[config.mk]
export PLATFORM = sky130hd
export DESIGN_NAME = offered_rate_admission_limiter_core_flat
export DESIGN_NICKNAME = d
export VERILOG_FILES = /design/src/hw/rtl/orl_pkg.sv /design/src/hw/rtl/orl_if.sv /design/src/hw/rtl/orl_sdiv.sv /design/src/hw/rtl/orl_smul.sv /design/src/hw/rtl/offered_rate_admission_limiter_core.sv /design/src/flat_wrapper.sv
export SDC_FILE = /design/constraint.sdc
export NUM_CORES = 1
export LEC_CHECK = 0
export ABC_AREA = 1
export BUFFER_PORTS_ARGS = -buffer_cell sky130_fd_sc_hd__clkbuf_2
export CAP_MARGIN = 20
export CORE_MARGIN = 2
export CORE_UTILIZATION = 40
export DETAILED_ROUTE_END_ITERATION = 8
export HOLD_SLACK_MARGIN = 0.08
export PLACE_DENSITY = 0.58
export SKIP_CTS_REPAIR_TIMING = 1
export SLEW_MARGIN = 0
export SYNTH_ARGS = -nofsm -noshare
export SYNTH_HDL_FRONTEND = slang
export SYNTH_SLANG_ARGS = --single-unit
[constraint.sdc]
create_clock -name clock -period 14.7 [get_ports clock]
set_clock_uncertainty 0.15 [all_clocks]
set_input_delay 0.735 -clock clock [delete_from_list [all_inputs] [get_ports clock]]
set_output_delay 0.735 -clock clock [all_outputs]
set_load 0.005 [all_outputs]
[src/hw/rtl/orl_pkg.sv]
`timescale 1ns / 1ps
// ----------------------------------------------------------------------------
// Offered-rate limiter package
// Field widths, refusal codes, fixed constants and the control and status
// structs shared by the limiter core and its serial arithmetic units.
// ----------------------------------------------------------------------------
package orl_pkg;

   // field widths
   localparam int NOW_W   = 32;
   localparam int LEN_W   = 16;
   localparam int BAUD_W  = 22;
   localparam int BYTES_W = 19;
   localparam int RATE_W  = 19;

   // refusal codes
   localparam logic [1:0] REFUSE_NONE = 2'd0;
   localparam logic [1:0] REFUSE_DEBT = 2'd1;
   localparam logic [1:0] REFUSE_FULL = 2'd2;

   // line rate is baud / 10 bytes per second
   localparam int LINE_DIV = 10;
   // drain credit is elapsed ms * rate / 1000
   localparam int MS_PER_S = 1000;
   // window length in milliseconds
   localparam logic [NOW_W-1:0] WINDOW_MS = 32'd1000;
   // largest line rate the baud register can give
   localparam logic [RATE_W-1:0] RATE_MAX = 19'd419430;

   // serial divider geometry
   localparam int DVD_W  = 22;
   localparam int REM_W  = 16;
   localparam int STEP_W = 5;

   // serial multiplier geometry: product is tracked up to 2^PROD_W
   localparam int PROD_W = 29;

   // step counts of the three divisions
   localparam logic [STEP_W-1:0] RATE_STEPS = 5'd22;
   localparam logic [STEP_W-1:0] DRN_STEPS  = 5'd20;
   localparam logic [STEP_W-1:0] CEIL_STEPS = 5'd17;

   // start request to a serial unit
   typedef struct packed {
      logic              start;
      logic [STEP_W-1:0] steps;
   } seq_cmd_type;

   // status of a serial unit
   typedef struct packed {
      logic busy;
      logic done;
   } seq_sts_type;

endpackage

[src/hw/rtl/orl_if.sv]
`timescale 1ns / 1ps
// ----------------------------------------------------------------------------
// Offered-rate limiter channels
// Valid/ready channels for offer words and for decision words.
// ----------------------------------------------------------------------------
interface orl_req_if;
   import orl_pkg::*;

   logic             valid;
   logic             ready;
   logic [NOW_W-1:0] now_ms;
   logic [LEN_W-1:0] msg_len;

   modport source (output valid, output now_ms, output msg_len, input ready);
   modport sink   (input valid, input now_ms, input msg_len, output ready);
endinterface

interface orl_rsp_if;
   import orl_pkg::*;

   logic               valid;
   logic               ready;
   logic               admitted;
   logic [1:0]         refusal;
   logic [BYTES_W-1:0] bytes_used;

   modport source (output valid, output admitted, output refusal, output bytes_used,
                   input ready);
   modport sink   (input valid, input admitted, input refusal, input bytes_used,
                   output ready);
endinterface

[src/hw/rtl/orl_sdiv.sv]
`timescale 1ns / 1ps
// ----------------------------------------------------------------------------
// Serial restoring divider
// One quotient bit per cycle. The dividend is loaded left-aligned, the
// quotient shifts in from the right, so after the requested number of steps
// the register holds the quotient alone.
// ----------------------------------------------------------------------------
module orl_sdiv (
   input  logic                         clock,
   input  logic                         reset,
   input  orl_pkg::seq_cmd_type         cmd,
   input  logic [orl_pkg::DVD_W-1:0]    dividend,
   input  logic [orl_pkg::REM_W-1:0]    rem_init,
   input  logic [orl_pkg::REM_W-1:0]    divisor,
   output orl_pkg::seq_sts_type         sts,
   output logic [orl_pkg::DVD_W-1:0]    quotient
);
   import orl_pkg::*;

   logic [DVD_W-1:0]  dvd_ff, dvd_in;
   logic [REM_W-1:0]  rem_ff, rem_in;
   logic [REM_W-1:0]  dsr_ff, dsr_in;
   logic [STEP_W-1:0] count_ff, count_in;
   logic              busy_ff, busy_in;
   logic              done_ff, done_in;

   logic [REM_W:0]    trial;
   logic              fits;

   // one restoring step
   assign trial = {rem_ff, dvd_ff[DVD_W-1]};
   assign fits  = trial >= {1'b0, dsr_ff};

   always_comb begin
      dvd_in   = dvd_ff;
      rem_in   = rem_ff;
      dsr_in   = dsr_ff;
      count_in = count_ff;
      busy_in  = busy_ff;
      done_in  = 1'b0;
      if (cmd.start) begin
         dvd_in   = dividend;
         rem_in   = rem_init;
         dsr_in   = divisor;
         count_in = cmd.steps;
         busy_in  = 1'b1;
      end else if (busy_ff) begin
         dvd_in   = {dvd_ff[DVD_W-2:0], fits};
         rem_in   = fits ? REM_W'(trial - {1'b0, dsr_ff}) : trial[REM_W-1:0];
         count_in = count_ff - 1'b1;
         if (count_ff == STEP_W'(1)) begin
            busy_in = 1'b0;
            done_in = 1'b1;
         end
      end
   end

   // control state
   always_ff @(posedge clock) begin
      if (reset) begin
         busy_ff <= 1'b0;
         done_ff <= 1'b0;
      end else begin
         busy_ff <= busy_in;
         done_ff <= done_in;
      end
   end

   // datapath
   always_ff @(posedge clock) begin
      dvd_ff   <= dvd_in;
      rem_ff   <= rem_in;
      dsr_ff   <= dsr_in;
      count_ff <= count_in;
   end

   assign sts.busy = busy_ff;
   assign sts.done = done_ff;
   assign quotient = dvd_ff;

endmodule

[src/hw/rtl/orl_smul.sv]
`timescale 1ns / 1ps
// ----------------------------------------------------------------------------
// Serial saturating multiplier
// Shift-and-add over the rate bits, most significant first. The product is
// only wanted below 2^PROD_W; once it reaches that it is flagged saturated.
// Multiplicand must be below 2^PROD_W.
// ----------------------------------------------------------------------------
module orl_smul (
   input  logic                          clock,
   input  logic                          reset,
   input  orl_pkg::seq_cmd_type          cmd,
   input  logic [orl_pkg::PROD_W-1:0]    mcand,
   input  logic [orl_pkg::RATE_W-1:0]    mplier,
   output orl_pkg::seq_sts_type          sts,
   output logic [orl_pkg::PROD_W-1:0]    product,
   output logic                          saturated
);
   import orl_pkg::*;

   logic [PROD_W-1:0] mcand_ff, mcand_in;
   logic [RATE_W-1:0] mplier_ff, mplier_in;
   logic [PROD_W-1:0] acc_ff, acc_in;
   logic              sat_ff, sat_in;
   logic [STEP_W-1:0] count_ff, count_in;
   logic              busy_ff, busy_in;
   logic              done_ff, done_in;

   logic [PROD_W+1:0] sum;

   // double and add the multiplicand when the next rate bit is set
   assign sum = {1'b0, acc_ff, 1'b0}
              + (mplier_ff[RATE_W-1] ? (PROD_W+2)'(mcand_ff) : '0);

   always_comb begin
      mcand_in  = mcand_ff;
      mplier_in = mplier_ff;
      acc_in    = acc_ff;
      sat_in    = sat_ff;
      count_in  = count_ff;
      busy_in   = busy_ff;
      done_in   = 1'b0;
      if (cmd.start) begin
         mcand_in  = mcand;
         mplier_in = mplier;
         acc_in    = '0;
         sat_in    = 1'b0;
         count_in  = cmd.steps;
         busy_in   = 1'b1;
      end else if (busy_ff) begin
         mplier_in = {mplier_ff[RATE_W-2:0], 1'b0};
         acc_in    = sum[PROD_W-1:0];
         sat_in    = sat_ff || (sum[PROD_W+1:PROD_W] != 2'b00);
         count_in  = count_ff - 1'b1;
         if (count_ff == STEP_W'(1)) begin
            busy_in = 1'b0;
            done_in = 1'b1;
         end
      end
   end

   // control state
   always_ff @(posedge clock) begin
      if (reset) begin
         busy_ff <= 1'b0;
         done_ff <= 1'b0;
      end else begin
         busy_ff <= busy_in;
         done_ff <= done_in;
      end
   end

   // datapath
   always_ff @(posedge clock) begin
      mcand_ff  <= mcand_in;
      mplier_ff <= mplier_in;
      acc_ff    <= acc_in;
      sat_ff    <= sat_in;
      count_ff  <= count_in;
   end

   assign sts.busy  = busy_ff;
   assign sts.done  = done_ff;
   assign product   = acc_ff;
   assign saturated = sat_ff;

endmodule

[src/hw/rtl/offered_rate_admission_limiter_core.sv]
`timescale 1ns / 1ps
// ----------------------------------------------------------------------------
// Offered-rate admission limiter core
// Leaky-bucket admission decision per offered message, with window drain,
// window roll-over and debt parking for oversize offers.
// ----------------------------------------------------------------------------
//
//   channel   dir   handshake           word
//   req_bus   in    valid / ready       now_ms, msg_len
//   rsp_bus   out   valid / ready       admitted, refusal, bytes_used
//   csr_*     in    csr_wr_en           line_baud
//
// One offer at a time. Disabled limiter, empty offers and debt refusals go from
// acceptance straight to the result registers, then to the output register once
// it is free; a full decision first runs the shared serial divider (22 steps
// for the line rate, 20 for the drain credit, 17 for the debt length) and the
// 19-step multiplier as the offer needs them.
// Reset is synchronous and clears the window, debt and baud registers.
// A held result stalls the core only when the next decision is ready.
// ----------------------------------------------------------------------------
module offered_rate_admission_limiter_core (
   input  logic                          clock,
   input  logic                          reset,
   orl_req_if.sink                       req_bus,
   orl_rsp_if.source                     rsp_bus,
   input  logic                          csr_wr_en,
   input  logic [orl_pkg::BAUD_W-1:0]    csr_wr_data
);
   import orl_pkg::*;

   // sequencer states
   localparam logic [2:0] S_IDLE  = 3'd0;
   localparam logic [2:0] S_RATE  = 3'd1;
   localparam logic [2:0] S_MUL   = 3'd2;
   localparam logic [2:0] S_DRAIN = 3'd3;
   localparam logic [2:0] S_ROLL  = 3'd4;
   localparam logic [2:0] S_CEIL  = 3'd5;
   localparam logic [2:0] S_EMIT  = 3'd6;

   logic [2:0]         state_ff, state_in;
   logic [BAUD_W-1:0]  baud_ff, baud_in;
   logic [NOW_W-1:0]   ws_ff, ws_in;
   logic [BYTES_W-1:0] wb_ff, wb_in;
   logic [NOW_W-1:0]   debt_ff, debt_in;
   logic [NOW_W-1:0]   now_ff, now_in;
   logic [LEN_W-1:0]   len_ff, len_in;
   logic [RATE_W-1:0]  rate_ff, rate_in;
   logic               res_adm_ff, res_adm_in;
   logic [1:0]         res_ref_ff, res_ref_in;
   logic               rsp_valid_ff, rsp_valid_in;
   logic               rsp_adm_ff, rsp_adm_in;
   logic [1:0]         rsp_ref_ff, rsp_ref_in;
   logic [BYTES_W-1:0] rsp_bytes_ff, rsp_bytes_in;

   // serial unit hookup
   seq_cmd_type        div_cmd, mul_cmd;
   seq_sts_type        div_sts, mul_sts;
   logic [DVD_W-1:0]   div_dvd, div_q;
   logic [REM_W-1:0]   div_rem0, div_dsr;
   logic [PROD_W-1:0]  mul_prod;
   logic               mul_sat;

   // decision terms
   logic               req_fire;
   logic [NOW_W-1:0]   debt_diff;
   logic               debt_pend;
   logic               limiter_off;
   logic [NOW_W-1:0]   elapsed;
   logic               drain_en;
   logic               elapsed_big;
   logic               roll_due;
   logic [BYTES_W-1:0] wb_roll;
   logic               len_big;
   logic [BYTES_W:0]   fit_sum;
   logic               win_full;
   logic [LEN_W:0]     ceil_num;
   logic [NOW_W-1:0]   span;
   logic               emit_go;

   orl_sdiv u_sdiv (
      .clock    (clock),
      .reset    (reset),
      .cmd      (div_cmd),
      .dividend (div_dvd),
      .rem_init (div_rem0),
      .divisor  (div_dsr),
      .sts      (div_sts),
      .quotient (div_q)
   );

   orl_smul u_smul (
      .clock     (clock),
      .reset     (reset),
      .cmd       (mul_cmd),
      .mcand     (elapsed[PROD_W-1:0]),
      .mplier    (div_q[RATE_W-1:0]),
      .sts       (mul_sts),
      .product   (mul_prod),
      .saturated (mul_sat)
   );

   assign req_bus.ready = (state_ff == S_IDLE);
   assign req_fire      = req_bus.valid && req_bus.ready;

   // checks on the incoming word
   assign debt_diff   = req_bus.now_ms - debt_ff;
   assign debt_pend   = (debt_ff != '0) && debt_diff[NOW_W-1];
   assign limiter_off = baud_ff < BAUD_W'(LINE_DIV);

   // drain and roll terms on the held word
   assign elapsed     = now_ff - ws_ff;
   assign drain_en    = (ws_ff != '0) && (elapsed != '0) && !elapsed[NOW_W-1]
                        && (wb_ff != '0);
   assign elapsed_big = elapsed[NOW_W-2:PROD_W] != '0;
   assign roll_due    = (debt_ff != '0) || (elapsed >= WINDOW_MS);
   assign wb_roll     = roll_due ? '0 : wb_ff;

   // admission terms
   assign len_big  = RATE_W'(len_ff) > rate_ff;
   assign fit_sum  = {1'b0, wb_roll} + (BYTES_W+1)'(len_ff);
   assign win_full = fit_sum > {1'b0, rate_ff};
   assign ceil_num = (LEN_W+1)'(len_ff) + (LEN_W+1)'(rate_ff[LEN_W-1:0]) - 1'b1;
   assign span     = NOW_W'({15'd0, div_q[LEN_W:0]} * WINDOW_MS);

   assign emit_go  = !rsp_valid_ff || rsp_bus.ready;

   // sequencer
   always_comb begin
      state_in     = state_ff;
      baud_in      = csr_wr_en ? csr_wr_data : baud_ff;
      ws_in        = ws_ff;
      wb_in        = wb_ff;
      debt_in      = debt_ff;
      now_in       = now_ff;
      len_in       = len_ff;
      rate_in      = rate_ff;
      res_adm_in   = res_adm_ff;
      res_ref_in   = res_ref_ff;
      rsp_valid_in = rsp_valid_ff && !rsp_bus.ready;
      rsp_adm_in   = rsp_adm_ff;
      rsp_ref_in   = rsp_ref_ff;
      rsp_bytes_in = rsp_bytes_ff;
      div_cmd      = '{start: 1'b0, steps: RATE_STEPS};
      mul_cmd      = '{start: 1'b0, steps: STEP_W'(RATE_W)};
      div_dvd      = baud_ff;
      div_rem0     = '0;
      div_dsr      = REM_W'(LINE_DIV);

      case (state_ff)
         S_IDLE: begin
            if (req_fire) begin
               now_in = req_bus.now_ms;
               len_in = req_bus.msg_len;
               if ((req_bus.msg_len == '0) || limiter_off) begin
                  res_adm_in = 1'b1;
                  res_ref_in = REFUSE_NONE;
                  state_in   = S_EMIT;
               end else if (debt_pend) begin
                  res_adm_in = 1'b0;
                  res_ref_in = REFUSE_DEBT;
                  state_in   = S_EMIT;
               end else begin
                  // line rate = baud / 10
                  div_cmd.start = 1'b1;
                  state_in      = S_RATE;
               end
            end
         end
         S_RATE: begin
            if (div_sts.done) begin
               rate_in = div_q[RATE_W-1:0];
               if (!drain_en) begin
                  state_in = S_ROLL;
               end else if (elapsed_big) begin
                  // credit certainly exceeds any window count
                  wb_in    = '0;
                  state_in = S_ROLL;
               end else begin
                  mul_cmd.start = 1'b1;
                  state_in      = S_MUL;
               end
            end
         end
         S_MUL: begin
            if (mul_sts.done) begin
               if (mul_sat) begin
                  wb_in    = '0;
                  state_in = S_ROLL;
               end else begin
                  // credit = product / 1000; top bits preload the remainder
                  div_cmd.start = 1'b1;
                  div_cmd.steps = DRN_STEPS;
                  div_dvd       = {mul_prod[DRN_STEPS-1:0], 2'b00};
                  div_rem0      = REM_W'(mul_prod[PROD_W-1:DRN_STEPS]);
                  div_dsr       = REM_W'(MS_PER_S);
                  state_in      = S_DRAIN;
               end
            end
         end
         S_DRAIN: begin
            if (div_sts.done) begin
               if (div_q >= DVD_W'(wb_ff)) begin
                  wb_in = '0;
               end else begin
                  wb_in = wb_ff - div_q[BYTES_W-1:0];
               end
               state_in = S_ROLL;
            end
         end
         S_ROLL: begin
            // clear an expired debt or open a new window
            if (roll_due) begin
               ws_in = now_ff;
            end
            debt_in = '0;
            if (len_big) begin
               // oversize offer: debt of ceil(len / rate) windows
               wb_in         = wb_roll;
               div_cmd.start = 1'b1;
               div_cmd.steps = CEIL_STEPS;
               div_dvd       = {ceil_num, 5'd0};
               div_dsr       = rate_ff[REM_W-1:0];
               state_in      = S_CEIL;
            end else if (win_full) begin
               wb_in      = wb_roll;
               res_adm_in = 1'b0;
               res_ref_in = REFUSE_FULL;
               state_in   = S_EMIT;
            end else begin
               wb_in      = fit_sum[BYTES_W-1:0];
               res_adm_in = 1'b1;
               res_ref_in = REFUSE_NONE;
               state_in   = S_EMIT;
            end
         end
         S_CEIL: begin
            if (div_sts.done) begin
               debt_in    = now_ff + span;
               res_adm_in = 1'b1;
               res_ref_in = REFUSE_NONE;
               state_in   = S_EMIT;
            end
         end
         S_EMIT: begin
            if (emit_go) begin
               rsp_valid_in = 1'b1;
               rsp_adm_in   = res_adm_ff;
               rsp_ref_in   = res_ref_ff;
               rsp_bytes_in = wb_ff;
               state_in     = S_IDLE;
            end
         end
         default: begin
            state_in = S_IDLE;
         end
      endcase
   end

   // control and limiter state
   always_ff @(posedge clock) begin
      if (reset) begin
         state_ff     <= S_IDLE;
         baud_ff      <= '0;
         ws_ff        <= '0;
         wb_ff        <= '0;
         debt_ff      <= '0;
         rsp_valid_ff <= 1'b0;
      end else begin
         state_ff     <= state_in;
         baud_ff      <= baud_in;
         ws_ff        <= ws_in;
         wb_ff        <= wb_in;
         debt_ff      <= debt_in;
         rsp_valid_ff <= rsp_valid_in;
      end
   end

   // held word, rate and result payload
   always_ff @(posedge clock) begin
      now_ff       <= now_in;
      len_ff       <= len_in;
      rate_ff      <= rate_in;
      res_adm_ff   <= res_adm_in;
      res_ref_ff   <= res_ref_in;
      rsp_adm_ff   <= rsp_adm_in;
      rsp_ref_ff   <= rsp_ref_in;
      rsp_bytes_ff <= rsp_bytes_in;
   end

   assign rsp_bus.valid      = rsp_valid_ff;
   assign rsp_bus.admitted   = rsp_adm_ff;
   assign rsp_bus.refusal    = rsp_ref_ff;
   assign rsp_bus.bytes_used = rsp_bytes_ff;

   // admitted flag and refusal code agree
   a_adm_code: assert property (@(posedge clock) disable iff (reset)
      rsp_valid_ff |-> (rsp_adm_ff == (rsp_ref_ff == REFUSE_NONE)))
      else $error("admitted flag disagrees with refusal code");

   // window count never exceeds the largest line rate
   a_wb_bound: assert property (@(posedge clock) disable iff (reset)
      wb_ff <= RATE_MAX)
      else $error("window byte count out of range");

   // divider and multiplier never run together
   a_one_unit: assert property (@(posedge clock) disable iff (reset)
      !(div_sts.busy && mul_sts.busy))
      else $error("divider and multiplier busy at once");

   // a new decision is only loaded when the output slot is free
   a_no_overrun: assert property (@(posedge clock) disable iff (reset)
      (state_ff == S_EMIT) && rsp_valid_ff && !rsp_bus.ready |=> (state_ff == S_EMIT))
      else $error("result overwritten while held");

endmodule

[src/flat_wrapper.sv]
// flat-port wrapper written by rule: the top's interface ports become plain ports
module offered_rate_admission_limiter_core_flat import orl_pkg::*;
  (clock, reset, csr_wr_en, csr_wr_data, req_bus_valid, req_bus_now_ms, req_bus_msg_len, req_bus_ready, rsp_bus_valid, rsp_bus_admitted, rsp_bus_refusal, rsp_bus_bytes_used, rsp_bus_ready);
  orl_req_if req_bus_i ();
  orl_rsp_if rsp_bus_i ();
  input  logic clock;
  input  logic reset;
  input  logic csr_wr_en;
  input  logic [orl_pkg::BAUD_W-1:0] csr_wr_data;
  input wire logic [$bits(req_bus_i.valid)-1:0] req_bus_valid;
  input wire logic [$bits(req_bus_i.now_ms)-1:0] req_bus_now_ms;
  input wire logic [$bits(req_bus_i.msg_len)-1:0] req_bus_msg_len;
  output wire logic [$bits(req_bus_i.ready)-1:0] req_bus_ready;
  output wire logic [$bits(rsp_bus_i.valid)-1:0] rsp_bus_valid;
  output wire logic [$bits(rsp_bus_i.admitted)-1:0] rsp_bus_admitted;
  output wire logic [$bits(rsp_bus_i.refusal)-1:0] rsp_bus_refusal;
  output wire logic [$bits(rsp_bus_i.bytes_used)-1:0] rsp_bus_bytes_used;
  input wire logic [$bits(rsp_bus_i.ready)-1:0] rsp_bus_ready;
  assign req_bus_i.valid = req_bus_valid;
  assign req_bus_i.now_ms = req_bus_now_ms;
  assign req_bus_i.msg_len = req_bus_msg_len;
  assign req_bus_ready = req_bus_i.ready;
  assign rsp_bus_valid = rsp_bus_i.valid;
  assign rsp_bus_admitted = rsp_bus_i.admitted;
  assign rsp_bus_refusal = rsp_bus_i.refusal;
  assign rsp_bus_bytes_used = rsp_bus_i.bytes_used;
  assign rsp_bus_i.ready = rsp_bus_ready;
  offered_rate_admission_limiter_core u_core (.clock(clock), .reset(reset), .req_bus(req_bus_i), .rsp_bus(rsp_bus_i), .csr_wr_en(csr_wr_en), .csr_wr_data(csr_wr_data));
endmodule
== Yosys cells after proc, flatten, opt, wreduce, memory -nomap -nowiden ==
Index checks and enable logic that the tools add are counted.
Operators by class
  add/subtract/negate cells: 11
  multiply operators: 1
  magnitude comparators: 6
  equal/unequal tests: 19
  mux-type cells: 83
  bitwise logic cells: 2
  reduce and logical (&&, ||, !) cells: 36
Operators with widths (number)
  two-way mux 19 bit: 12
  two-way mux 16 bit: 7
  two-way mux 22 bit: 5
  nonzero test 32 bit: 3
  case mux 19 bit (4 select lines): 1
  case mux 32 bit (2 select lines): 1
  subtractor 32 bit: 2
  case mux 22 bit (2 select lines): 1
  two-way mux 3 bit: 11
  adder 32 x 27 -> 32 bit: 1
  greater-or-equal comparator 32 x 10 -> 1 bit, second input constant: 1
  two-way mux 32 bit: 1
  case mux 16 bit (2 select lines): 1
  adder 30 x 31 -> 31 bit: 1
  two-way mux 29 bit: 1
  multiplier 17 x 7 -> 24 bit, second input constant: 1
  two-way mux 1 bit: 23
  greater-or-equal comparator 22 x 19 -> 1 bit: 1
  less-than comparator 22 x 4 -> 1 bit, second input constant: 1
  case mux 3 bit (7 select lines): 1
  adder 19 x 16 -> 20 bit: 1
  greater-than comparator 20 x 19 -> 1 bit: 1
  greater-than comparator 16 x 19 -> 1 bit: 1
  nonzero test 19 bit: 1
  35 further kinds: 78
Word-level totals
  register bits after elaboration: 347
  input bits: 75
  output and inout port bits: 24
  word-level logic and storage cells: 185

== Longest topological paths before layout ==
Gate-level depths: netlist (run 1).
  word-level depth: 9
  gate-level depth with buffers: 48
  gate-level depth less buffers: 46

== By module ==
From an unflattened synthesis (run 1), not the netlist that was laid out.
Unflattened totals
  cell total of the unflattened synthesis: 3886
  area, all modules: 28808.9 sq um
By module, submodules not included
  offered_rate_admission_limiter_core: times used 1, cells an instance 2696, area each 19625.1 sq um, sequential area each 4944.7 sq um
  orl_smul: times used 1, cells an instance 704, area each 5205.0 sq um, sequential area each 2232.1 sq um
  orl_sdiv: times used 1, cells an instance 486, area each 3978.8 sq um, sequential area each 1811.7 sq um

== Least setup slack after synthesis (run 1) ==
No wires, ideal clock.
  path kind: register -> register
  from: register u_core.now_ff[0]
  to: register u_core.wb_ff[12]
  library setup time: 0.119 ns
  data arrival time: 6.432 ns
  required time: 14.431 ns
  setup slack: 7.999 ns
  cell stages (with the launch flop): 44
  buffers on the path: 3
  period minus slack after synthesis: 6.701 ns
  cells stage by stage: edfxtp_1 > inv_1 > ha_1 > fa_1 > inv_1 > nand3_1 > nand2_2 > nand2_1 > nand2_2 > nand2_1 > nand2_1 > nand2_1 > nand3_1 > nand2_1 > nor4_1 > nand3_1 > clkbuf_1 > nor2_1 > [8 not listed] > a21boi_0 > o21ai_0 > xnor2_1 > inv_1 > ha_1 > nand2_1 > nor2_1 > a211oi_1 > o21a_1 > o21ai_0 > nand2_1 > nand2_1 > o21ai_0 > clkbuf_1 > clkbuf_1 > nand4_1 > nand3_1 > a21oi_1
Between the ends
  cells in the longest elaborated chain, start to end: 9
  elaborated cells between the ends (all ways): 18
  classes of those cells: 2 x add/sub; 2 x order compare; 2 x eq/ne; 4 x mux; 8 x reduce/logical
RTL lines
  start, declared: RTL line offered_rate_admission_limiter_core.sv:45  | logic [NOW_W-1:0] now_ff, now_in;
  start signal, assigned: RTL line offered_rate_admission_limiter_core.sv:280  | now_ff <= now_in;
  subtractor 32 bit *: RTL line offered_rate_admission_limiter_core.sv:111  | assign elapsed = now_ff - ws_ff;
  via u_core.elapsed[28]: RTL line offered_rate_admission_limiter_core.sv:68  | logic [NOW_W-1:0] elapsed;
  greater-or-equal comparator 32 x 10 -> 1 bit: RTL line offered_rate_admission_limiter_core.sv:115  | assign roll_due = (debt_ff != '0) || (elapsed >= WINDOW_MS);
  logical OR 1 bit: RTL line offered_rate_admission_limiter_core.sv:115
  two-way mux 19 bit: RTL line offered_rate_admission_limiter_core.sv:116  | assign wb_roll = roll_due ? '0 : wb_ff;
  adder 19 x 16 -> 20 bit: RTL line offered_rate_admission_limiter_core.sv:120  | assign fit_sum = {1'b0, wb_roll} + (BYTES_W+1)'(len_ff);
  greater-than comparator 20 x 19 -> 1 bit: RTL line offered_rate_admission_limiter_core.sv:121  | assign win_full = fit_sum > {1'b0, rate_ff};
  two-way mux 19 bit: RTL line offered_rate_admission_limiter_core.sv:224  | end else if (win_full) begin
  two-way mux 19 bit: RTL line offered_rate_admission_limiter_core.sv:216  | if (len_big) begin
  case mux 19 bit (4 select lines): RTL line offered_rate_admission_limiter_core.sv:149  | case (state_ff)
  end signal, assigned: RTL line offered_rate_admission_limiter_core.sv:272  | wb_ff <= wb_in;
  end, declared: RTL line offered_rate_admission_limiter_core.sv:43  | logic [BYTES_W-1:0] wb_ff, wb_in;
The timed path passes the listed nets; every way through them passes the cells marked *.
A chain may end at the register's enable or synchronous reset.

== Final worst setup path (run 1) ==
  from: register u_core.now_ff[0]
  to: register u_core.wb_ff[4]
Between the ends
  cells in the longest elaborated chain, start to end: 9
  elaborated cells between the ends (all ways): 18
  classes of those cells: 2 x add/sub; 2 x order compare; 2 x eq/ne; 4 x mux; 8 x reduce/logical
RTL lines (RTL line)
  subtractor 32 bit *: offered_rate_admission_limiter_core.sv:111
  greater-or-equal comparator 32 x 10 -> 1 bit: offered_rate_admission_limiter_core.sv:115
  logical OR 1 bit: offered_rate_admission_limiter_core.sv:115
  two-way mux 19 bit: offered_rate_admission_limiter_core.sv:116
  adder 19 x 16 -> 20 bit: offered_rate_admission_limiter_core.sv:120
  greater-than comparator 20 x 19 -> 1 bit: offered_rate_admission_limiter_core.sv:121
  two-way mux 19 bit: offered_rate_admission_limiter_core.sv:224
  two-way mux 19 bit: offered_rate_admission_limiter_core.sv:216
  case mux 19 bit (4 select lines): offered_rate_admission_limiter_core.sv:149
Mark *: on every way between the ends. The rest lies on a longest branch, timed or not.

==> results.txt, run 1 <==
----------------------------------------------------
[Worst setup path]
  WP data required ... 15060 ps
  Most frequent cell on the critical path ... nand2_1
  Max incr delay on CP ... 570 ps
  Type of origin of the critical path ... register
  Setup Crit Path Kind ... register to register
  R2r setup slk ... 6720 ps
  Worst reg2reg path depth ... 41
  Largest fanout of any net on the critical path ... 20
  Critical Path End Type ... register
  Critical Path AT ... 8340 ps
  Standard cell with the maximum stage delay on the critical path ... nand3_1
  Endpoint of the most critical register-to-register path ... u_core.wb_ff[4]
  R2R Path Start ... u_core.now_ff[0]

[Synth]
  Count of state elements after synthesis ... 347
  Post-synthesis sequential area ratio ... 33.33%
  Share of flip-flops with an asynchronous set or reset ... 0%
  Library cell with the largest summed area after synthesis ... edfxtp_1
  Portion of synthesized cell area occupied by the leading cell type ... 22.28%
  Number of library cell types mapped by synthesis ... 55
  Count of flip-flops with a built-in enable after synthesis ... 199
  Ranking of synthesized cells by area ... edfxtp_1, ha_1, dfxtp_1, nand2_1, inv_1
  Post-synth net total ... 3888
  Most used DFF post-synth ... edfxtp_1
  Synthesized instance count ... 3441
  Count of yosys warnings during synthesis ... 0
  Dominant cell by count in the synthesized netlist ... nand2_1
  Most used standard cells in the synthesized netlist ... nand2_1, inv_1, a21oi_1
  Syn avg cell area ... 7.794 um^2
  Cell area after synthesis ... 26820 um^2

[Finish]
  # diodes ... 0
  Final Instance Count excl. Fillers ... 4433
  Final Core Density ... 45.14%
  Area Growth Syn to Fin ... 11.24%
  Final net count ... 3980
  Share of cells above drive strength 1 ... 8.154%

[Routing]
  Antenna viol nets, final ... 0
  Post-detailed-routing wire length ... 81.70 mm
  Number of vias in the routed layout ... 23223
  Vias per inst ... 5.239
  Average detailed-routed wire length per instance ... 18.43 um
  Drc violations ... 0
  Router iterations before antenna repair ... 7
  Number of violations reported at the end of detailed-routing iteration 0 ... 1930

[Clock network]
  Clock sink count ... 347
  Number of CTS-inserted buffers ... 44
  Insertion delay of the later-clocked pin in the worst-skew pair ... 590 ps
  Clock root buffer ... clkbuf_16
  Clock tree buffer depth ... 3
  Clock slew at the register clock pins of the worst setup and hold paths ... 60 ps
  Clock tree from TritonCTS ... yes
  Number of levels in the clock H-tree ... 2

[Worst hold path]
  Origin of the worst min-delay path ... req_bus_msg_len[2]
  Count of cells along the worst hold path ... 1
  Worst-case hold path end point ... u_core.len_ff[2]
  Class of the most critical hold timing path ... input pin to register

[Global routing]
  First-pass GRT wire length ... 126.4 mm
  Maximum number of pins on one net before global-route repair ... 66
  Antenna violations before repair ... 0
  Total global-route track usage ... 23.43%
  Number of global-route vias before repair ... 22031
  Leftover overflow at the end of global routing ... 0

[Floorplanning]
  Chip Width ... 262.9 um
  Std cell rows ... 94
  # IOs ... 99
  Core ar. ... 66100 um^2
  Die extent in y ... 262.9 um
  Effective utilization at floorplan ... 40.58%
  Full die area ... 69140 um^2

[Place]
  Post-detail-place hpwl ... 64.31 mm
  Final Wtd Congestion ... 0.9350
  Post-Place Cells ... 4351
  Quantity of I/O buffers inserted on ports ... 98
  Worst slack after detailed placement ... 6866 ps

[Run]
  Reported max-cap violation count ... 0

[Timing]
  Setup repair after global routing missed its margin ... false
  Worst Tran Pin Value ... 1213 ps
  Slew HR ... 19.10%
  Total negative slack ... 0 ps
  Final critical path time including I/O delays and setup ... 7977 ps
  Maximum frequency from static timing analysis ... 125.4 MHz
  Final setup vio count ... 0
  Slack of the critical path ... 6723 ps
  Final worst-path cycle share ... 54.27%
  Number of pins exceeding their max-slew limit in the final report ... 0
  Total count of hold-check failures in the final report ... 0

[Outcome]
  Run status ... finished clean

----------------------------------------------------
==> cell type report <==
cell class	instances	area, um^2
Clock inverter	25	352.8
Multi-Input combinational cell	2443	15420
Sequential cell	347	8939
Clock buffer	57	1201
Fill cell	6731	36260
Timing Repair Buffer	124	685.7
Tap cell	864	1081
Inverter	573	2153
==> state kept, by name (all words and copies together) (netlist names), 19 cells and up <==
| name | cells |
|---|---|
| u_core.ws_ff | 32 |
| u_core.rsp_bus.bytes_used | 19 |
| u_core.rate_ff | 19 |
| u_core.now_ff | 32 |
| u_core.debt_ff | 32 |
| u_core.u_smul.product | 29 |
| u_core.wb_ff | 19 |
| u_core.u_smul.mcand_ff | 29 |
| u_core.u_smul.mplier_ff | 19 |
| u_core.u_sdiv.quotient | 22 |
| u_core.baud_ff | 22 |
==> placed cells by master (no fill, tap or decap), types with 38 or more instances in the layout <==
cell       instances
a21oi_1          372
clkbuf_16         45
clkbuf_2          98
dfxtp_1          148
edfxtp_1         199
fa_1              65
ha_1             307
inv_1            552
nand2_1          670
nand3_1          122
nand4_1           55
nor2_1           211
o21ai_0          240
xnor2_1           38
xor2_1            54
==> per-layer routing <==
metal  GRT usage (%)  part of all wire (%)
met1           32.78                    46
met2           36.38                    43
met3           3.589                   6.5
met4           9.081                   3.9
met5               0                     0
==> critical path, delay by kind of cell, from the launching register on <==
family | cells | cell delay [ps]
AOI/OAI and AO/OA | 13 | 2410
xor gates and xnor gates | 1 | 170
adders and majority gates | 4 | 1350
buffers and inverters | 5 | 610
DFF | 1 | 350
and+or+nand+nor | 18 | 2810
==> how the worst max path moves through the flow <==
stage	start	endpoint	slack (ps)	cells past startpoint
after global placement	u_core.now_ff[0]	u_core.wb_ff[7]	6980	42
final	u_core.now_ff[0]	u_core.wb_ff[4]	6720	41
after floorplan	u_core.now_ff[0]	u_core.wb_ff[12]	8000	43
after global routing	u_core.now_ff[22]	u_core.wb_ff[11]	5870	40
after CTS	u_core.now_ff[0]	u_core.wb_ff[13]	6830	41
after detailed placement	u_core.now_ff[0]	u_core.wb_ff[13]	6870	41
==> cells by family (layout without fill, tap and decap cells) <==
family / after synthesis / after routing / synth area share (%)
compound gates: 776 / 776 / 15.87
xor+xnor: 92 / 92 / 3.004
fa+ha+maj: 372 / 372 / 19.17
buf+inv: 651 / 779 / 9.260
flops: 347 / 347 / 33.33
simple gates: 1203 / 1203 / 19.36
==> through the flow <==
stage	hold WS [ps]	area [um^2]
2_1_floorplan	250.3	26820
3_3_place_gp	251.2	28280
3_5_place_dp	263.5	28280
4_1_cts	144.1	29830
5_1_grt	164.2	29830
6_report	189.4	29830
Power of run 1 is left out: the tool's default activity adds up to more than one toggle a clock period on the data nets, which glitch-free logic cannot reach.
==> run 2, diff against run 1 <==
- ABC_AREA: 1 -> 0
- PLACE_DENSITY: 0.58 -> 0.6
- clock period: 14.7 -> 6.6 ns (I/O delays scaled with it)
==> results.txt, run 2 <==
----------------------------------------------------
[Worst setup path]
  Setup Crit Path Kind ... register to register (unchanged)
  Capture point of the critical path ... u_core.wb_ff[1] (was u_core.wb_ff[4])
  Critical Path AT ... 7650 ps (was 8340 ps)
  R2r setup slk ... -700 ps (was 6720 ps)
  Max incr delay on CP ... 430 ps (was 570 ps)
  Launching element of the worst setup path ... u_core.now_ff[4] (was u_core.now_ff[0])
  WP data required ... 6950 ps (was 15060 ps)
  Critical Path End Type ... register (unchanged)
  Standard cell with the maximum stage delay on the critical path ... edfxtp_1 (was nand3_1)
  R2R Path Start ... u_core.now_ff[4] (was u_core.now_ff[0])
  Largest fanout of any net on the critical path ... 4 (was 20)
  Worst reg2reg path depth ... 34 (was 41)
  Endpoint of the most critical register-to-register path ... u_core.wb_ff[1] (was u_core.wb_ff[4])
  Type of origin of the critical path ... register (unchanged)

[Clock network]
  Clock slew at the register clock pins of the worst setup and hold paths ... 60 ps (about the same)
  Clock root buffer ... clkbuf_16 (unchanged)
  Clock sink count ... 347 (unchanged)
  Number of CTS-inserted buffers ... 44 (unchanged)
  Clock tree buffer depth ... 3 (unchanged)
  Insertion delay of the later-clocked pin in the worst-skew pair ... 600 ps (was 590 ps)
  Clock tree from TritonCTS ... yes (unchanged)
  Number of levels in the clock H-tree ... 2 (unchanged)

[Global routing]
  Met1 usage ... 32.24% (was 32.78%)
  Layer with the highest usage ... met2 (unchanged)
  Leftover overflow at the end of global routing ... 0 (unchanged)
  Total global-route track usage ... 25.16% (was 23.43%)
  Grt met3 use ... 3.438% (was 3.589%)
  First-pass GRT wire length ... 131.0 mm (was 126.4 mm)
  Antenna violations before repair ... 0 (unchanged)
  Maximum number of pins on one net before global-route repair ... 68 (was 66)
  Number of global-route vias before repair ... 22605 (was 22031)
  Met2 usage in global routing ... 42.45% (was 36.38%)

[Floorplanning]
  # IOs ... 99 (unchanged)
  Full die area ... 67880 um^2 (was 69140 um^2)
  Die extent in y ... 260.5 um (was 262.9 um)
  Std cell rows ... 94 (unchanged)
  Effective utilization at floorplan ... 40.19% (was 40.58%)
  Core ar. ... 65510 um^2 (was 66100 um^2)
  Chip Width ... 260.5 um (was 262.9 um)

[Synth]
  Count of state elements after synthesis ... 347 (unchanged)
  Synthesized instance count ... 2767 (was 3441)
  Share of flip-flops with an asynchronous set or reset ... 0% (unchanged)
  Syn avg cell area ... 9.514 um^2 (was 7.794 um^2)
  Portion of synthesized cell area occupied by the leading cell type ... 22.70% (was 22.28%)
  Number of library cell types mapped by synthesis ... 100 (was 55)
  Count of yosys warnings during synthesis ... 0 (unchanged)
  Dominant cell by count in the synthesized netlist ... ha_1 (was nand2_1)
  Cell area after synthesis ... 26330 um^2 (was 26820 um^2)
  Post-synthesis sequential area ratio ... 33.95% (was 33.33%)
  Post-synth net total ... 3214 (was 3888)
  Library cell with the largest summed area after synthesis ... edfxtp_1 (unchanged)
  Most used DFF post-synth ... edfxtp_1 (unchanged)
  Count of flip-flops with a built-in enable after synthesis ... 199 (unchanged)
  Most used standard cells in the synthesized netlist ... ha_1, inv_1, nor2_1 (was nand2_1, inv_1, a21oi_1)
  Ranking of synthesized cells by area ... edfxtp_1, ha_1, dfxtp_1, fa_1, inv_1 (was edfxtp_1, ha_1, dfxtp_1, nand2_1, inv_1)

[Routing]
  Post-detailed-routing wire length ... 86.98 mm (was 81.70 mm)
  Number of violations reported at the end of detailed-routing iteration 0 ... 1693 (was 1930)
  Router iterations before antenna repair ... 6 (was 7)
  Average detailed-routed wire length per instance ... 20.87 um (was 18.43 um)
  Number of vias in the routed layout ... 23012 (was 23223)
  Drc violations ... 0 (unchanged)
  Antenna viol nets, final ... 0 (unchanged)
  Vias per inst ... 5.521 (was 5.239)

[Place]
  Placed inst area ... 30300 um^2 (was 28280 um^2)
  Quantity of I/O buffers inserted on ports ... 98 (unchanged)
  Post-detail-place hpwl ... 68.18 mm (was 64.31 mm)
  Final Wtd Congestion ... 0.9502 (was 0.9350)

[Outcome]
  Run status ... finished, violations left (was finished clean)
  Failing checks ... negative setup slack

[Worst hold path]
  Count of cells along the worst hold path ... 2 (was 1)
  Class of the most critical hold timing path ... input pin to register (unchanged)

[Timing]
  Slew HR ... 28.58% (was 19.10%)
  Minimum hold slack ... 109.9 ps (was 189.4 ps)
  Final setup vio count ... 21 (was 0)
  Setup repair after global routing missed its margin ... true (was false)
  Number of pins exceeding their max-slew limit in the final report ... 0 (unchanged)
  Final worst-path cycle share ... 110.7% (was 54.27%)
  Slack of the critical path ... -704.9 ps (was 6723 ps)
  Worst Tran Pin Value ... 1071 ps (was 1213 ps)
  Maximum frequency from static timing analysis ... 136.9 MHz (was 125.4 MHz)
  Final critical path time including I/O delays and setup ... 7305 ps (was 7977 ps)
  Total count of hold-check failures in the final report ... 0 (unchanged)

[Finish]
  Most frequent standard cell in the layout excluding fill and tap cells ... buf_4 (was nand2_1)
  Area Growth Syn to Fin ... 25.71% (was 11.24%)
  Final net count ... 3717 (was 3980)
  Share of cells above drive strength 1 ... 21.10% (was 8.154%)
  # diodes ... 0 (unchanged)
  Largest registers ... u_core.debt_ff: 32 flops, u_core.now_ff: 32 flops, u_core.ws_ff: 32 flops (unchanged)
  Final Core Density ... 50.52% (was 45.14%)
  Most frequent cells in the layout ... buf_4, ha_1, inv_1 (was nand2_1, inv_1, a21oi_1)
  Layout Cell Area excl Fill ... 33100 um^2 (was 29830 um^2)

[Run]
  Reported max-cap violation count ... 0 (unchanged)

----------------------------------------------------
-- run 2: worst max-delay path: cells and delay by family, from the launching register on --
family | cells | cell delay, ps
fa+ha+maj | 4 | 1100
compound gates | 14 | 2440
flops | 1 | 430
buf+inv | 3 | 270
simple gates | 13 | 2820
-- run 2: layer usage --
metal  share of wire, %  vias to the layer above  wire (um)
met3                4.9                      197       4270
li1                   -                    11036          -
met2                 47                      698      41150
met1                 43                    11081      37610
met5                  0                        -          0
met4                4.5                        0       3943
-- run 2: logic make-up (layout without fill, tap and decap cells) --
family          after synthesis  count (layout)  share of synthesized area [%]
compound gates              661             661                          17.17
xor+xnor                    138             138                          4.591
fa+ha+maj                   372             372                          19.53
buf+inv                     351             888                          5.209
flops                       347             347                          33.95
mux                         106             106                          4.125
simple gates                792             792                          15.42
-- run 2: final cells by class --
type	instances	area (um^2)
timing repair buffer	544	4121
clock buffer	56	1177
inverter	264	996.0
fill	6076	32410
tap	864	1081
sequential	347	8940
multi-input combinational	2069	16550
clock inverter	24	229.0
-- run 2: worst min-delay path by stage --
| stage | start | endpoint | slack (ps) |
|---|---|---|---|
| 4_1_cts | req_bus_msg_len[11] | u_core.len_ff[11] | -250 |
| 5_1_grt | reset | u_core.baud_ff[19] | 110 |
| 3_5_place_dp | u_core.u_sdiv.busy_ff | u_core.u_sdiv.busy_ff | 310 |
| 2_1_floorplan | u_core.res_adm_ff | u_core.rsp_bus.admitted | 250 |
| 6_report | reset | u_core.baud_ff[0] | 110 |
| 3_3_place_gp | u_core.u_sdiv.busy_ff | u_core.u_sdiv.busy_ff | 300 |
-- run 2: stage by stage --
stage          TNS, ps  worst slack (ps)  std cells
2_1_floorplan    -6493            -420.9       2767
3_3_place_gp    -14760            -678.7       3992
3_5_place_dp    -18670            -866.9       3992
4_1_cts         -19940            -900.7       4072
5_1_grt         -22220             -1172       4168
6_report        -12910            -704.9       4168
Power of run 2 is left out for the same reason.
==> run 3, diff against run 2 <==
- PLACE_DENSITY: 0.6 -> not set
- SETUP_SLACK_MARGIN: not set -> 0.1
==> results.txt, run 3 (synthesized netlist as in run 2, its figures left out) <==
----------------------------------------------------
[Worst hold path]
  Class of the most critical hold timing path ... input pin to register (unchanged)

[Clock network]
  Clock tree from TritonCTS ... yes (unchanged)
  Number of CTS-inserted buffers ... 44 (unchanged)
  Clock slew at the register clock pins of the worst setup and hold paths ... 60 ps (about the same)
  Clock tree buffer depth ... 3 (unchanged)
  Insertion delay of the later-clocked pin in the worst-skew pair ... 600 ps (about the same)
  Number of levels in the clock H-tree ... 2 (unchanged)
  Clock sink count ... 347 (unchanged)
  Clock root buffer ... clkbuf_16 (unchanged)

[Floorplanning]
  # IOs ... 99 (unchanged)
  Chip Width ... 260.5 um (unchanged)
  Std cell rows ... 94 (unchanged)
  Core ar. ... 65510 um^2 (unchanged)
  Die extent in y ... 260.5 um (unchanged)
  Effective utilization at floorplan ... 40.19% (unchanged)
  Full die area ... 67880 um^2 (unchanged)

[Worst setup path]
  Largest fanout of any net on the critical path ... 7 (was 4)
  R2r setup slk ... -780 ps (was -700 ps)
  Critical Path AT ... 7760 ps (was 7650 ps)
  Max incr delay on CP ... 410 ps (was 430 ps)
  Endpoint of the most critical register-to-register path ... u_core.wb_ff[7] (was u_core.wb_ff[1])
  WP data required ... 6990 ps (was 6950 ps)
  Crit path buffers/inverters ... 5 (was 3)
  Setup Crit Path Kind ... register to register (unchanged)
  Capture point of the critical path ... u_core.wb_ff[7] (was u_core.wb_ff[1])
  Critical Path End Type ... register (unchanged)
  Number of gates on the worst path with buffers counted ... 37 (was 34)
  Standard cell with the maximum stage delay on the critical path ... a2111oi_4 (was edfxtp_1)
  Launching element of the worst setup path ... u_core.now_ff[0] (was u_core.now_ff[4])
  Type of origin of the critical path ... register (unchanged)
  Delay-heaviest family, CP ... compound AO/OA/AOI/OAI gates (was simple AND/OR/NAND/NOR gates)
  Worst reg2reg path depth ... 37 (was 34)
  R2R Path Start ... u_core.now_ff[0] (was u_core.now_ff[4])

[Timing]
  Total count of hold-check failures in the final report ... 0 (unchanged)
  Setup repair after global routing missed its margin ... true (unchanged)
  Worst Tran Pin Value ... 1062 ps (was 1071 ps)
  Final worst-path cycle share ... 111.8% (was 110.7%)
  Maximum frequency from static timing analysis ... 135.6 MHz (was 136.9 MHz)
  Slack of the critical path ... -777.2 ps (was -704.9 ps)
  Number of pins exceeding their max-slew limit in the final report ... 0 (unchanged)
  Final setup vio count ... 21 (unchanged)
  Final critical path time including I/O delays and setup ... 7377 ps (was 7305 ps)
  Slew HR ... 29.21% (was 28.58%)

[Routing]
  Drc violations ... 0 (unchanged)
  Post-detailed-routing wire length ... 86.44 mm (was 86.98 mm)
  Antenna viol nets, final ... 0 (unchanged)
  Vias per inst ... 5.504 (was 5.521)
  Average detailed-routed wire length per instance ... 20.68 um (was 20.87 um)
  Router iterations before antenna repair ... 6 (unchanged)
  Number of vias in the routed layout ... 23000 (was 23012)
  Number of violations reported at the end of detailed-routing iteration 0 ... 1490 (was 1693)

[Finish]
  Area Growth Syn to Fin ... 26.19% (was 25.71%)
  Share of cells above drive strength 1 ... 21.30% (was 21.10%)
  Final Core Density ... 50.71% (was 50.52%)
  Most frequent standard cell in the layout excluding fill and tap cells ... buf_4 (unchanged)
  Most frequent cells in the layout ... buf_4, ha_1, inv_1 (unchanged)
  Final net count ... 3726 (was 3717)
  Largest registers ... u_core.debt_ff: 32 flops, u_core.now_ff: 32 flops, u_core.ws_ff: 32 flops (unchanged)

[Global routing]
  Antenna violations before repair ... 0 (unchanged)
  Number of global-route vias before repair ... 22340 (was 22605)
  Maximum number of pins on one net before global-route repair ... 86 (was 68)
  First-pass GRT wire length ... 130.9 mm (was 131.0 mm)
  Total global-route track usage ... 25.02% (was 25.16%)
  Leftover overflow at the end of global routing ... 0 (unchanged)

[Run]
  Reported max-cap violation count ... 0 (unchanged)

[Outcome]
  Run status ... finished, violations left (unchanged)
  Failing checks ... negative setup slack (unchanged)

[Place]
  Final Wtd Congestion ... 0.9431 (was 0.9502)
  Quantity of I/O buffers inserted on ports ... 98 (unchanged)
  Post-detail-place hpwl ... 68.18 mm (about the same)
  Worst slack after detailed placement ... -865.3 ps (was -866.9 ps)

----------------------------------------------------
==> run 3: stage by stage <==
stage	setup TNS (ps)	cell area [um^2]	std cells	hold WS (ps)
floorplan	-6493	26450	2767	250.3
global placement	-14270	30300	3992	297.8
detailed placement	-18150	30320	3994	304.9
CTS	-18940	31750	4075	-236.1
global route	-24520	33220	4178	85.12
finish	-14700	33220	4179	87.08
==> run 3: worst min path at each step <==
stage / start / end / slack, ps / depth (start not counted)
after floorplan: u_core.res_adm_ff / u_core.rsp_bus.admitted / 250 / 0
after global placement: u_core.u_sdiv.busy_ff / u_core.u_sdiv.busy_ff / 300 / 2
after detailed placement: u_core.u_sdiv.busy_ff / u_core.u_sdiv.busy_ff / 300 / 2
after CTS: req_bus_msg_len[2] / u_core.len_ff[2] / -240 / 1
after global routing: reset / u_core.baud_ff[13] / 90 / 2
final: reset / u_core.baud_ff[9] / 90 / 2
==> run 3: per-layer routing <==
layer	up-vias	track usage (%)	wire, um	share of wire, %
li1	11068	-	-	-
met2	626	41.87	40470	47
met1	11120	32.61	37990	44
met5	-	0	0	0
met4	0	10.17	4076	4.7
met3	186	3.361	3900	4.5
==> run 3: worst register-to-register path, delay by kind of cell, from the launching register on <==
family	cells	cell delay [ps]
AO/OA/AOI/OAI	15	3430
flip-flops	1	380
buffers and inverters	5	640
AND/OR/NAND/NOR	12	1580
adder cells (fa/ha/maj)	5	1160
==> run 3: cell type report <==
type	count	area, um^2
fill	5944	32290
sequential	347	8940
inverter	264	991.0
timing repair buffer	553	4203
clock inverter	18	187.7
antenna	1	2.502
multi-input combinational	2069	16570
clock buffer	63	1242
tap	864	1081
Power of run 3 is left out for the same reason.
